[config.mk]
export PLATFORM = sky130hd
export DESIGN_NAME = multi_axis_linear_interpolator
export DESIGN_NICKNAME = d
export VERILOG_FILES = /design/src/hdl/mlai_pkg.sv /design/src/hdl/multi_axis_linear_interpolator.sv /design/src/hdl/mlai_regs.sv /design/src/hdl/mlai_lane.sv
export SDC_FILE = /design/constraint.sdc
export NUM_CORES = 2
export LEC_CHECK = 0
export ABC_AREA = 1
export BUFFER_PORTS_ARGS = -buffer_cell sky130_fd_sc_hd__buf_4
export CAP_MARGIN = 20
export CORE_UTILIZATION = 25
export CTS_BUF_LIST = sky130_fd_sc_hd__clkbuf_2 sky130_fd_sc_hd__clkbuf_4 sky130_fd_sc_hd__clkbuf_8
export DETAILED_ROUTE_END_ITERATION = 10
export RECOVER_POWER = 100
export SYNTH_ARGS = -nofsm -noshare
export SYNTH_HDL_FRONTEND = slang
export SYNTH_SLANG_ARGS = --single-unit
[constraint.sdc]
create_clock -name clk -period 18.58 [get_ports clk]
set_input_delay 1.858 -clock clk [delete_from_list [all_inputs] [get_ports clk]]
set_output_delay 1.858 -clock clk [all_outputs]
set_load 0.005 [all_outputs]
[src/hdl/mlai_pkg.sv]
// Shared types and constants for the multi-axis linear interpolator.
package mlai_pkg;

  localparam int AXES      = 4;
  localparam int POS_W     = 16;   // position, target, axis speed
  localparam int STEP_W    = 14;   // step count and step index
  localparam int GAIN_W    = 10;
  localparam int TICK_W    = 10;
  localparam int ACC_W     = 36;   // gain * vmax * tick_ms
  localparam int NUM_W     = 34;   // distance * 256000
  localparam int Q_W       = 16;   // quotient bits out of the divider
  localparam int MB_W      = 14;   // multiplier operand, one bit per cycle
  localparam int CNT_W     = 5;
  localparam int NUM_SHIFT = 8;    // 256000 = 1000 << 8

  localparam logic [MB_W-1:0] DIST_MULT = 14'd1000;

  localparam logic [CNT_W-1:0] MUL_LAST = 5'd14;
  localparam logic [CNT_W-1:0] DIV_LAST = 5'd16;

  // APB register map, word addressed
  localparam int ADDR_W = 5;
  localparam int IDX_W  = 3;
  localparam int DATA_W = 32;
  localparam logic [IDX_W-1:0] REG_TICK_MS = 3'd0;
  localparam logic [IDX_W-1:0] REG_VMAX0   = 3'd1;

  localparam logic [TICK_W-1:0] TICK_RST = 10'd50;
  localparam logic [POS_W-1:0]  VMAX_RST = 16'd32768;

  typedef enum logic [2:0] {
    LN_HOLD,
    LN_MUL_START,
    LN_MUL_STEP,
    LN_SAVE_NUM,
    LN_DIV_START,
    LN_DIV_STEP
  } lane_op_t;

  typedef struct packed {
    lane_op_t op;
    logic     a_from_acc;  // multiplicand is the previous product
    logic     load_div;    // load division: saved numerator over product
  } lane_ctrl_t;

  typedef enum logic [3:0] {
    ST_IDLE,
    ST_L_NUM,
    ST_L_SAVE,
    ST_L_GV,
    ST_L_GVT,
    ST_L_DIV,
    ST_L_DONE,
    ST_T_MUL,
    ST_T_DIV,
    ST_EMIT
  } state_t;

endpackage

[src/hdl/multi_axis_linear_interpolator.sv]
// Four-axis coordinated linear move planner. A load transaction (req_type 0)
// latches targets, start positions and speed gain, then works out per axis
// floor(|goal-now|*256000/(gain*vmax*tick_ms)) clamped to [1, MAX_STEPS] and
// keeps the largest as the move length; it gives no result. Each tick
// transaction (req_type 1) while a move is running gives one result with all
// axes at start + delta*(i+1)/steps, truncated toward zero; the final step
// gives the exact targets with last_step set. A tick while idle is dropped.
// A load runs three multiplies, a save step, a divide and a step that picks
// the longest axis; a tick runs a multiply, a divide and the emit step, and
// the final step goes straight to emit. Each multiply is a load step plus 14
// shift-add bit steps and each divide a load step plus 16 restoring bit steps,
// one bit per cycle, all axes working in parallel. One transaction is in work
// at a time; a result waits in the output register while the next is taken,
// and the emit state stalls for as long as the previous result is still
// unaccepted.
// Configuration goes over APB: tick_ms at 0x00, vmax_axis0..3 at 0x04..0x10.
module multi_axis_linear_interpolator #(
  parameter int MAX_STEPS = 10000
) (
  input  logic                          clk,
  input  logic                          rst_n,
  input  logic                          psel,
  input  logic                          penable,
  input  logic                          pwrite,
  input  logic [mlai_pkg::ADDR_W-1:0]   paddr,
  input  logic [mlai_pkg::DATA_W-1:0]   pwdata,
  output logic [mlai_pkg::DATA_W-1:0]   prdata,
  output logic                          pready,
  input  logic                          in_valid,
  output logic                          in_ready,
  input  logic                          in_req_type,
  input  logic [mlai_pkg::GAIN_W-1:0]   in_speed_gain,
  input  logic [mlai_pkg::POS_W-1:0]    in_goal0,
  input  logic [mlai_pkg::POS_W-1:0]    in_goal1,
  input  logic [mlai_pkg::POS_W-1:0]    in_goal2,
  input  logic [mlai_pkg::POS_W-1:0]    in_goal3,
  input  logic [mlai_pkg::POS_W-1:0]    in_now0,
  input  logic [mlai_pkg::POS_W-1:0]    in_now1,
  input  logic [mlai_pkg::POS_W-1:0]    in_now2,
  input  logic [mlai_pkg::POS_W-1:0]    in_now3,
  output logic                          out_valid,
  input  logic                          out_ready,
  output logic [mlai_pkg::POS_W-1:0]    out_cmd0,
  output logic [mlai_pkg::POS_W-1:0]    out_cmd1,
  output logic [mlai_pkg::POS_W-1:0]    out_cmd2,
  output logic [mlai_pkg::POS_W-1:0]    out_cmd3,
  output logic [mlai_pkg::STEP_W-1:0]   out_step_index,
  output logic                          out_last_step
);

  localparam logic [mlai_pkg::STEP_W-1:0] MaxSteps = mlai_pkg::STEP_W'(MAX_STEPS);

  // configuration
  logic [mlai_pkg::TICK_W-1:0] tick_ms;
  logic [mlai_pkg::POS_W-1:0]  vmax [mlai_pkg::AXES];

  // port fields gathered per axis
  logic [mlai_pkg::POS_W-1:0] goal_in [mlai_pkg::AXES];
  logic [mlai_pkg::POS_W-1:0] now_in  [mlai_pkg::AXES];

  // sequencer
  mlai_pkg::state_t           state_r, state_nxt;
  logic [mlai_pkg::CNT_W-1:0] cnt_r, cnt_nxt;
  mlai_pkg::lane_ctrl_t       lctrl;
  logic [mlai_pkg::MB_W-1:0]  mul_b;
  logic                       a_vmax;
  logic                       in_acc, tick_last, emit_go, mul_done, div_done;

  // move state
  logic [mlai_pkg::GAIN_W-1:0] gain_r;
  logic [mlai_pkg::POS_W-1:0]  start_r [mlai_pkg::AXES];
  logic [mlai_pkg::POS_W-1:0]  end_r   [mlai_pkg::AXES];
  logic [mlai_pkg::POS_W-1:0]  dmag_r  [mlai_pkg::AXES];
  logic                        dneg_r  [mlai_pkg::AXES];
  logic [mlai_pkg::STEP_W-1:0] total_r, step_r;
  logic                        moving_r, last_r;

  // lane results
  logic [mlai_pkg::POS_W-1:0]  mul_a [mlai_pkg::AXES];
  logic [mlai_pkg::Q_W-1:0]    quo   [mlai_pkg::AXES];
  logic                        ovf   [mlai_pkg::AXES];
  logic [mlai_pkg::STEP_W-1:0] nsteps [mlai_pkg::AXES];
  logic [mlai_pkg::STEP_W-1:0] longest;

  // output register
  logic                        out_valid_r;
  logic [mlai_pkg::POS_W-1:0]  cmd_r [mlai_pkg::AXES];
  logic [mlai_pkg::STEP_W-1:0] idx_r;
  logic                        lastf_r;

  assign goal_in[0] = in_goal0;
  assign goal_in[1] = in_goal1;
  assign goal_in[2] = in_goal2;
  assign goal_in[3] = in_goal3;
  assign now_in[0]  = in_now0;
  assign now_in[1]  = in_now1;
  assign now_in[2]  = in_now2;
  assign now_in[3]  = in_now3;

  mlai_regs u_regs (
    .clk     (clk),
    .rst_n   (rst_n),
    .psel    (psel),
    .penable (penable),
    .pwrite  (pwrite),
    .paddr   (paddr),
    .pwdata  (pwdata),
    .prdata  (prdata),
    .pready  (pready),
    .tick_ms (tick_ms),
    .vmax    (vmax)
  );

  assign in_ready  = rst_n && (state_r == mlai_pkg::ST_IDLE);
  assign in_acc    = in_valid && in_ready;
  // last step when i+1 reaches the move length
  assign tick_last = ({1'b0, step_r} + 15'd1) >= {1'b0, total_r};
  assign mul_done  = (cnt_r == mlai_pkg::MUL_LAST);
  assign div_done  = (cnt_r == mlai_pkg::DIV_LAST);
  assign emit_go   = (state_r == mlai_pkg::ST_EMIT) && (!out_valid_r || out_ready);

  // next state
  always_comb begin
    state_nxt = state_r;
    unique case (state_r)
      mlai_pkg::ST_IDLE: begin
        if (in_acc) begin
          if (!in_req_type) begin
            state_nxt = mlai_pkg::ST_L_NUM;
          end else if (moving_r) begin
            state_nxt = tick_last ? mlai_pkg::ST_EMIT : mlai_pkg::ST_T_MUL;
          end
        end
      end
      mlai_pkg::ST_L_NUM:  if (mul_done) state_nxt = mlai_pkg::ST_L_SAVE;
      mlai_pkg::ST_L_SAVE: state_nxt = mlai_pkg::ST_L_GV;
      mlai_pkg::ST_L_GV:   if (mul_done) state_nxt = mlai_pkg::ST_L_GVT;
      mlai_pkg::ST_L_GVT:  if (mul_done) state_nxt = mlai_pkg::ST_L_DIV;
      mlai_pkg::ST_L_DIV:  if (div_done) state_nxt = mlai_pkg::ST_L_DONE;
      mlai_pkg::ST_L_DONE: state_nxt = mlai_pkg::ST_IDLE;
      mlai_pkg::ST_T_MUL:  if (mul_done) state_nxt = mlai_pkg::ST_T_DIV;
      mlai_pkg::ST_T_DIV:  if (div_done) state_nxt = mlai_pkg::ST_EMIT;
      mlai_pkg::ST_EMIT:   if (emit_go) state_nxt = mlai_pkg::ST_IDLE;
      default:             state_nxt = mlai_pkg::ST_IDLE;
    endcase
  end

  // bit counter restarts on every state change
  assign cnt_nxt = (state_nxt != state_r) ? '0 : cnt_r + 1'b1;

  // lane control
  always_comb begin
    lctrl  = '{op: mlai_pkg::LN_HOLD, a_from_acc: 1'b0, load_div: 1'b0};
    mul_b  = '0;
    a_vmax = 1'b0;
    unique case (state_r)
      mlai_pkg::ST_L_NUM: begin
        // distance * 1000
        lctrl.op = (cnt_r == '0) ? mlai_pkg::LN_MUL_START : mlai_pkg::LN_MUL_STEP;
        mul_b    = mlai_pkg::DIST_MULT;
      end
      mlai_pkg::ST_L_SAVE: begin
        lctrl.op = mlai_pkg::LN_SAVE_NUM;
      end
      mlai_pkg::ST_L_GV: begin
        // vmax * gain
        lctrl.op = (cnt_r == '0) ? mlai_pkg::LN_MUL_START : mlai_pkg::LN_MUL_STEP;
        mul_b    = mlai_pkg::MB_W'(gain_r);
        a_vmax   = 1'b1;
      end
      mlai_pkg::ST_L_GVT: begin
        // (vmax * gain) * tick_ms
        lctrl.op         = (cnt_r == '0) ? mlai_pkg::LN_MUL_START : mlai_pkg::LN_MUL_STEP;
        lctrl.a_from_acc = 1'b1;
        mul_b            = mlai_pkg::MB_W'(tick_ms);
      end
      mlai_pkg::ST_L_DIV: begin
        lctrl.op       = (cnt_r == '0) ? mlai_pkg::LN_DIV_START : mlai_pkg::LN_DIV_STEP;
        lctrl.load_div = 1'b1;
      end
      mlai_pkg::ST_T_MUL: begin
        // |delta| * (i+1)
        lctrl.op = (cnt_r == '0) ? mlai_pkg::LN_MUL_START : mlai_pkg::LN_MUL_STEP;
        mul_b    = step_r + 1'b1;
      end
      mlai_pkg::ST_T_DIV: begin
        lctrl.op = (cnt_r == '0) ? mlai_pkg::LN_DIV_START : mlai_pkg::LN_DIV_STEP;
      end
      mlai_pkg::ST_IDLE, mlai_pkg::ST_L_DONE, mlai_pkg::ST_EMIT: begin
      end
      default: begin
      end
    endcase
  end

  for (genvar k = 0; k < mlai_pkg::AXES; k++) begin : g_lane
    assign mul_a[k] = a_vmax ? vmax[k] : dmag_r[k];

    mlai_lane u_lane (
      .clk     (clk),
      .ctrl    (lctrl),
      .mul_a   (mul_a[k]),
      .mul_b   (mul_b),
      .den_ext (total_r),
      .quo     (quo[k]),
      .ovf     (ovf[k])
    );

    // clamp to [1, MAX_STEPS]; a zero divisor shows up as overflow
    always_comb begin
      if (ovf[k] || (quo[k] > mlai_pkg::Q_W'(MaxSteps))) begin
        nsteps[k] = MaxSteps;
      end else if (quo[k] == '0) begin
        nsteps[k] = mlai_pkg::STEP_W'(1);
      end else begin
        nsteps[k] = quo[k][mlai_pkg::STEP_W-1:0];
      end
    end
  end

  always_comb begin
    longest = mlai_pkg::STEP_W'(1);
    for (int k = 0; k < mlai_pkg::AXES; k++) begin
      if (nsteps[k] > longest) begin
        longest = nsteps[k];
      end
    end
  end

  // control state
  always_ff @(posedge clk) begin
    if (!rst_n) begin
      state_r     <= mlai_pkg::ST_IDLE;
      cnt_r       <= '0;
      moving_r    <= 1'b0;
      step_r      <= '0;
      total_r     <= mlai_pkg::STEP_W'(1);
      out_valid_r <= 1'b0;
    end else begin
      state_r <= state_nxt;
      cnt_r   <= cnt_nxt;
      if (in_acc && !in_req_type) begin
        // a load replaces any move in progress
        moving_r <= 1'b1;
        step_r   <= '0;
      end
      if (state_r == mlai_pkg::ST_L_DONE) begin
        total_r <= longest;
      end
      if (emit_go) begin
        out_valid_r <= 1'b1;
        if (last_r) begin
          moving_r <= 1'b0;
        end else begin
          step_r <= step_r + 1'b1;
        end
      end else if (out_ready) begin
        out_valid_r <= 1'b0;
      end
    end
  end

  // move data and result payload
  always_ff @(posedge clk) begin
    if (in_acc && !in_req_type) begin
      gain_r <= in_speed_gain;
      for (int k = 0; k < mlai_pkg::AXES; k++) begin
        start_r[k] <= now_in[k];
        end_r[k]   <= goal_in[k];
        dneg_r[k]  <= goal_in[k] < now_in[k];
        dmag_r[k]  <= (goal_in[k] < now_in[k]) ? now_in[k] - goal_in[k]
                                                : goal_in[k] - now_in[k];
      end
    end
    if (in_acc && in_req_type) begin
      last_r <= tick_last;
    end
    if (emit_go) begin
      for (int k = 0; k < mlai_pkg::AXES; k++) begin
        if (last_r) begin
          cmd_r[k] <= end_r[k];
        end else if (dneg_r[k]) begin
          cmd_r[k] <= start_r[k] - quo[k];
        end else begin
          cmd_r[k] <= start_r[k] + quo[k];
        end
      end
      idx_r   <= step_r;
      lastf_r <= last_r;
    end
  end

  assign out_valid      = out_valid_r;
  assign out_cmd0       = cmd_r[0];
  assign out_cmd1       = cmd_r[1];
  assign out_cmd2       = cmd_r[2];
  assign out_cmd3       = cmd_r[3];
  assign out_step_index = idx_r;
  assign out_last_step  = lastf_r;

endmodule

[src/hdl/mlai_regs.sv]
// APB configuration registers: tick interval and per-axis top speed.
module mlai_regs (
  input  logic                            clk,
  input  logic                            rst_n,
  input  logic                            psel,
  input  logic                            penable,
  input  logic                            pwrite,
  input  logic [mlai_pkg::ADDR_W-1:0]     paddr,
  input  logic [mlai_pkg::DATA_W-1:0]     pwdata,
  output logic [mlai_pkg::DATA_W-1:0]     prdata,
  output logic                            pready,
  output logic [mlai_pkg::TICK_W-1:0]     tick_ms,
  output logic [mlai_pkg::POS_W-1:0]      vmax [mlai_pkg::AXES]
);

  logic [mlai_pkg::TICK_W-1:0] tick_r;
  logic [mlai_pkg::POS_W-1:0]  vmax_r [mlai_pkg::AXES];
  logic [mlai_pkg::IDX_W-1:0]  idx;
  logic                        wr;

  assign idx    = paddr[mlai_pkg::ADDR_W-1:2];
  assign wr     = psel & penable & pwrite;
  assign pready = 1'b1;

  always_ff @(posedge clk) begin
    if (!rst_n) begin
      tick_r <= mlai_pkg::TICK_RST;
      for (int k = 0; k < mlai_pkg::AXES; k++) begin
        vmax_r[k] <= mlai_pkg::VMAX_RST;
      end
    end else if (wr) begin
      if (idx == mlai_pkg::REG_TICK_MS) begin
        tick_r <= pwdata[mlai_pkg::TICK_W-1:0];
      end
      for (int k = 0; k < mlai_pkg::AXES; k++) begin
        if (idx == mlai_pkg::REG_VMAX0 + mlai_pkg::IDX_W'(k)) begin
          vmax_r[k] <= pwdata[mlai_pkg::POS_W-1:0];
        end
      end
    end
  end

  always_comb begin
    prdata = '0;
    if (idx == mlai_pkg::REG_TICK_MS) begin
      prdata = mlai_pkg::DATA_W'(tick_r);
    end
    for (int k = 0; k < mlai_pkg::AXES; k++) begin
      if (idx == mlai_pkg::REG_VMAX0 + mlai_pkg::IDX_W'(k)) begin
        prdata = mlai_pkg::DATA_W'(vmax_r[k]);
      end
    end
  end

  assign tick_ms = tick_r;
  assign vmax    = vmax_r;

endmodule

[src/hdl/mlai_lane.sv]
// One axis lane: bit-serial shift-add multiplier and restoring divider.
module mlai_lane (
  input  logic                         clk,
  input  mlai_pkg::lane_ctrl_t         ctrl,
  input  logic [mlai_pkg::POS_W-1:0]   mul_a,
  input  logic [mlai_pkg::MB_W-1:0]    mul_b,
  input  logic [mlai_pkg::STEP_W-1:0]  den_ext,
  output logic [mlai_pkg::Q_W-1:0]     quo,
  output logic                         ovf
);

  localparam int DSH_W = mlai_pkg::ACC_W + mlai_pkg::Q_W - 1;
  localparam int OVF_W = mlai_pkg::ACC_W + mlai_pkg::Q_W;

  logic [mlai_pkg::ACC_W-1:0] acc_r, acc_nxt, mcand_r, mcand_nxt;
  logic [mlai_pkg::MB_W-1:0]  mplier_r, mplier_nxt;
  logic [mlai_pkg::NUM_W-1:0] num_r, num_nxt, rem_r, rem_nxt;
  logic [DSH_W-1:0]           dsh_r, dsh_nxt;
  logic [mlai_pkg::Q_W-1:0]   q_r, q_nxt;
  logic                       ovf_r, ovf_nxt;

  logic [mlai_pkg::ACC_W-1:0] den;
  logic [mlai_pkg::NUM_W-1:0] num_sel;
  logic [DSH_W-1:0]           rem_ext, diff;
  logic                       take;

  assign den     = ctrl.load_div ? acc_r : mlai_pkg::ACC_W'(den_ext);
  assign num_sel = ctrl.load_div ? num_r : acc_r[mlai_pkg::NUM_W-1:0];
  assign rem_ext = DSH_W'(rem_r);
  assign diff    = rem_ext - dsh_r;
  assign take    = rem_ext >= dsh_r;

  always_comb begin
    acc_nxt    = acc_r;
    mcand_nxt  = mcand_r;
    mplier_nxt = mplier_r;
    num_nxt    = num_r;
    rem_nxt    = rem_r;
    dsh_nxt    = dsh_r;
    q_nxt      = q_r;
    ovf_nxt    = ovf_r;
    unique case (ctrl.op)
      mlai_pkg::LN_HOLD: begin
      end
      mlai_pkg::LN_MUL_START: begin
        acc_nxt    = '0;
        mcand_nxt  = ctrl.a_from_acc ? acc_r : mlai_pkg::ACC_W'(mul_a);
        mplier_nxt = mul_b;
      end
      mlai_pkg::LN_MUL_STEP: begin
        if (mplier_r[0]) begin
          acc_nxt = acc_r + mcand_r;
        end
        mcand_nxt  = mcand_r << 1;
        mplier_nxt = mplier_r >> 1;
      end
      mlai_pkg::LN_SAVE_NUM: begin
        num_nxt = mlai_pkg::NUM_W'(acc_r) << mlai_pkg::NUM_SHIFT;
      end
      mlai_pkg::LN_DIV_START: begin
        rem_nxt = num_sel;
        dsh_nxt = {den, {(mlai_pkg::Q_W-1){1'b0}}};
        // quotient needs more than Q_W bits, or divisor is zero
        ovf_nxt = {{(OVF_W-mlai_pkg::NUM_W){1'b0}}, num_sel} >=
                  {den, {mlai_pkg::Q_W{1'b0}}};
        q_nxt   = '0;
      end
      mlai_pkg::LN_DIV_STEP: begin
        if (take) begin
          rem_nxt = diff[mlai_pkg::NUM_W-1:0];
        end
        q_nxt   = {q_r[mlai_pkg::Q_W-2:0], take};
        dsh_nxt = dsh_r >> 1;
      end
      default: begin
      end
    endcase
  end

  always_ff @(posedge clk) begin
    acc_r    <= acc_nxt;
    mcand_r  <= mcand_nxt;
    mplier_r <= mplier_nxt;
    num_r    <= num_nxt;
    rem_r    <= rem_nxt;
    dsh_r    <= dsh_nxt;
    q_r      <= q_nxt;
    ovf_r    <= ovf_nxt;
  end

  assign quo = q_r;
  assign ovf = ovf_r;

endmodule

==> impl_metrics.env <==
export IMPL_grt_max_degree=168
export IMPL_crit_arrival_ns=13.08
export IMPL_drtPass1Iterations=6
export IMPL_power_density_mw_per_mm2=70.3
export IMPL_use_met3=0.0241
export IMPL_antenna_found_initial=33
export IMPL_synth_cells=9415
export IMPL_path_clk_slew_ns=0.06
export IMPL_drive_above_1_share=0.0580
export IMPL_max_slew_worst_pin_slew_ns=4.44
export IMPL_mostFrequentLayoutCell="nand2_1"
export IMPL_violations="capacitance limit, slew limit"
export IMPL_drv_cap=35
export IMPL_fin_crit_ns=12.51
export IMPL_worst_setup_path_end_kind="flip-flop"
export IMPL_drc_errors=0
export IMPL_track_usage=0.157
export IMPL_cts_tree="yes"
export IMPL_fmax_ghz=0.0800
export IMPL_post_place_ws_ns=10.78
export IMPL_reg2reg_from="state_r[2]"
export IMPL_clockBufferDepth=3
export IMPL_rows=206
export IMPL_die_area_mm2=0.321
export IMPL_async_reset_ff_frac=0
export IMPL_die_h_um=567
export IMPL_grt_pass1_vias=63300
export IMPL_slew_viol_final=1926
export IMPL_synth_seq_cells=1213
export IMPL_grtUsageMet1=0.219
export IMPL_cts_root_buffer="clkbuf_8"
export IMPL_timing_worst_setup_path_type="flip-flop to flip-flop"
export IMPL_cts_resized=0
export IMPL_reg2reg_slack_ns=6.07
export IMPL_gp_congestion=0.921
export IMPL_dp_hpwl_mm=197
export IMPL_synth_main_ff_cell="edfxtp_1"
export IMPL_wl_per_cell_um=18.7
export IMPL_outcome="finished with violations"
export IMPL_top_usage_layer="met2"
export IMPL_fin_ws_ns=6.07
export IMPL_seq_area_frac_synth=0.443
export IMPL_syn2layout_area_growth_pct=12.3
export IMPL_grt_pass1_wl_mm=393
export IMPL_wl_mm=262
export IMPL_die_x_um=567
export IMPL_cp_data_required_time_ns=19.16
export IMPL_layout_nets=10500
export IMPL_postCtsSetupRepairBufs=0
export IMPL_start_util=0.252
export IMPL_tns_ns=0
export IMPL_yosys_warnings=0
export IMPL_cts_made_buffers=220
export IMPL_hold_class="flip-flop to flip-flop"
export IMPL_overflow=0
export IMPL_hold_viol=0
export IMPL_setup_viol=0
export IMPL_synth_avg_cell_area_um2=8.46
export IMPL_pin_count=297
export IMPL_cts_hold_fix_buffers=0
export IMPL_cp_start_kind="flip-flop"
export IMPL_r2r_end="g_lane[2].u_lane.rem_r[15]"
export IMPL_leakage_nw=36.8
export IMPL_num_vias=67700
export IMPL_cts_sinks=1213
export IMPL_rsz0062_at_grt="no"
export IMPL_worstRegToRegCells=15
export IMPL_via_per_inst=4.84
export IMPL_worst_clock_skew_ns=0.0695
export IMPL_final_cell_mix="nand2_1, inv_1, edfxtp_1, o21ai_0, a21oi_1"
export IMPL_drt_iter0_drc=6556
export IMPL_io_buffers=261
export IMPL_syn_area_mm2=0.0797
export IMPL_post_route_period_util=0.673
export IMPL_slew_headroom=-1.96
export IMPL_ant_nets=0
export IMPL_grt_util_met2=0.244
export IMPL_setup_worst_path_end="g_lane[2].u_lane.rem_r[15]"
export IMPL_cp_max_fo=40
export IMPL_irDropWorstVdd_v=0.0000652
export IMPL_dp_cells=13600
export IMPL_synth_cell_types=84
export IMPL_htree_num_levels=4
export IMPL_synth_edf_count=1100
export IMPL_core_mm2=0.316
export IMPL_clkLatencyLatePin_ns=1.03
export IMPL_critical_path_startpoint="state_r[2]"
export IMPL_fin_cells=14000
==> routing by layer <==
layer | vias to the layer above | share of wire
met5 | - | 0.00041
met4 | 18 | 0.039
met3 | 431 | 0.075
met2 | 2514 | 0.43
met1 | 31900 | 0.45
li1 | 32900 | -
==> cells in the mapped netlist, types with 89 or more instances <==
master / instances / area (um2)
inv_1: 1254 / 4710
xor2_1: 151 / 1320
o211ai_1: 104 / 781
buf_2: 89 / 445
nand3_1: 417 / 2090
a21oi_1: 790 / 3950
nor2_1: 710 / 2670
o21ai_0: 875 / 4380
clkbuf_1: 194 / 728
o31ai_1: 114 / 856
edfxtp_1: 1100 / 33000
nand2_1: 1857 / 6970
ha_1: 636 / 7960
dfxtp_1: 113 / 2260
==> kinds of logic (layout without fill, tap and decap cells) <==
group	count (synthesis)	in the layout	synth area share
fa+ha+maj	659	659	0.106
simple gates	3307	3307	0.173
buf+inv	1615	2013	0.0789
mux	29	29	0.00364
flops	1213	1213	0.443
other cells	2	38	0.0000943
compound gates	2360	2360	0.170
xor+xnor	230	230	0.0253
==> area by class of cell <==
cell class,count,area (um2)
fillers,34200,227000
multi-input cells,6602,38000
flip-flops and latches,1213,35300
well taps,4160,5200
inverters,1291,4860
clock buffers,275,3470
repair buffers,312,1610
clock inverters,135,956
diodes,21,52.6
==> critical path, cell delays in order (launching register included) <==
cell and delay, ns:
dfxtp_1 0.49, inv_1 0.14, nor2_1 0.16, clkinv_1 0.13, nor2_1 0.38, clkbuf_1 1.14
clkinvlp_2 2.08, nand3_1 2.17, nand2_1 1.63, nand2_1 0.45, nand2_1 0.33, inv_1 0.16
nand3_1 0.08, clkbuf_1 0.52, o21ai_0 1.14, clkbuf_1 1.01
==> metrics by stage <==
stage               cell area (um2)  power [mW]  hold slack [ns]  utilization
floorplan                     79700        3.51            0.430            -
global placement              86000        3.71            0.450        0.272
detailed placement            86000        3.72            0.458        0.272
CTS                           90400        6.34            0.471        0.286
global route                  89500        6.51            0.481        0.283
finish                        89500        6.29            0.475        0.283
==> state kept, by name, indices dropped and copies added, names as in the netlist, 14 cells and up <==
signal / cells
g_lane.u_lane.rem_r: 136
g_lane.u_lane.num_r: 104
g_lane.u_lane.acc_r: 144
step_r: 14
total_r: 14
start_r: 64
end_r: 64
cmd_r: 64
g_lane.u_lane.mplier_r: 14
g_lane.u_lane.quo: 64
u_regs.vmax: 64
g_lane.u_lane.mcand_r: 144
dmag_r: 64
g_lane.u_lane.dsh_r: 204
out_step_index: 14
==> worst min-delay path by stage <==
stage	slack, ns	to	cells after the start	from
final	0.47	cnt_r[0]	1	cnt_r[0]
after global routing	0.48	cnt_r[0]	1	cnt_r[0]
after CTS	0.47	cnt_r[0]	1	cnt_r[0]
after detailed placement	0.46	cnt_r[0]	1	cnt_r[0]
after global placement	0.45	cnt_r[0]	1	cnt_r[0]
after floorplan	0.43	cnt_r[0]	1	cnt_r[0]
==> power by group <==
| part | switching (mW) | internal, mW |
|---|---|---|
| registers | 0.0328 | 3.02 |
| logic | 0.413 | 0.191 |
| clock network | 1.27 | 1.37 |
(Power assumes the default switching activity.)
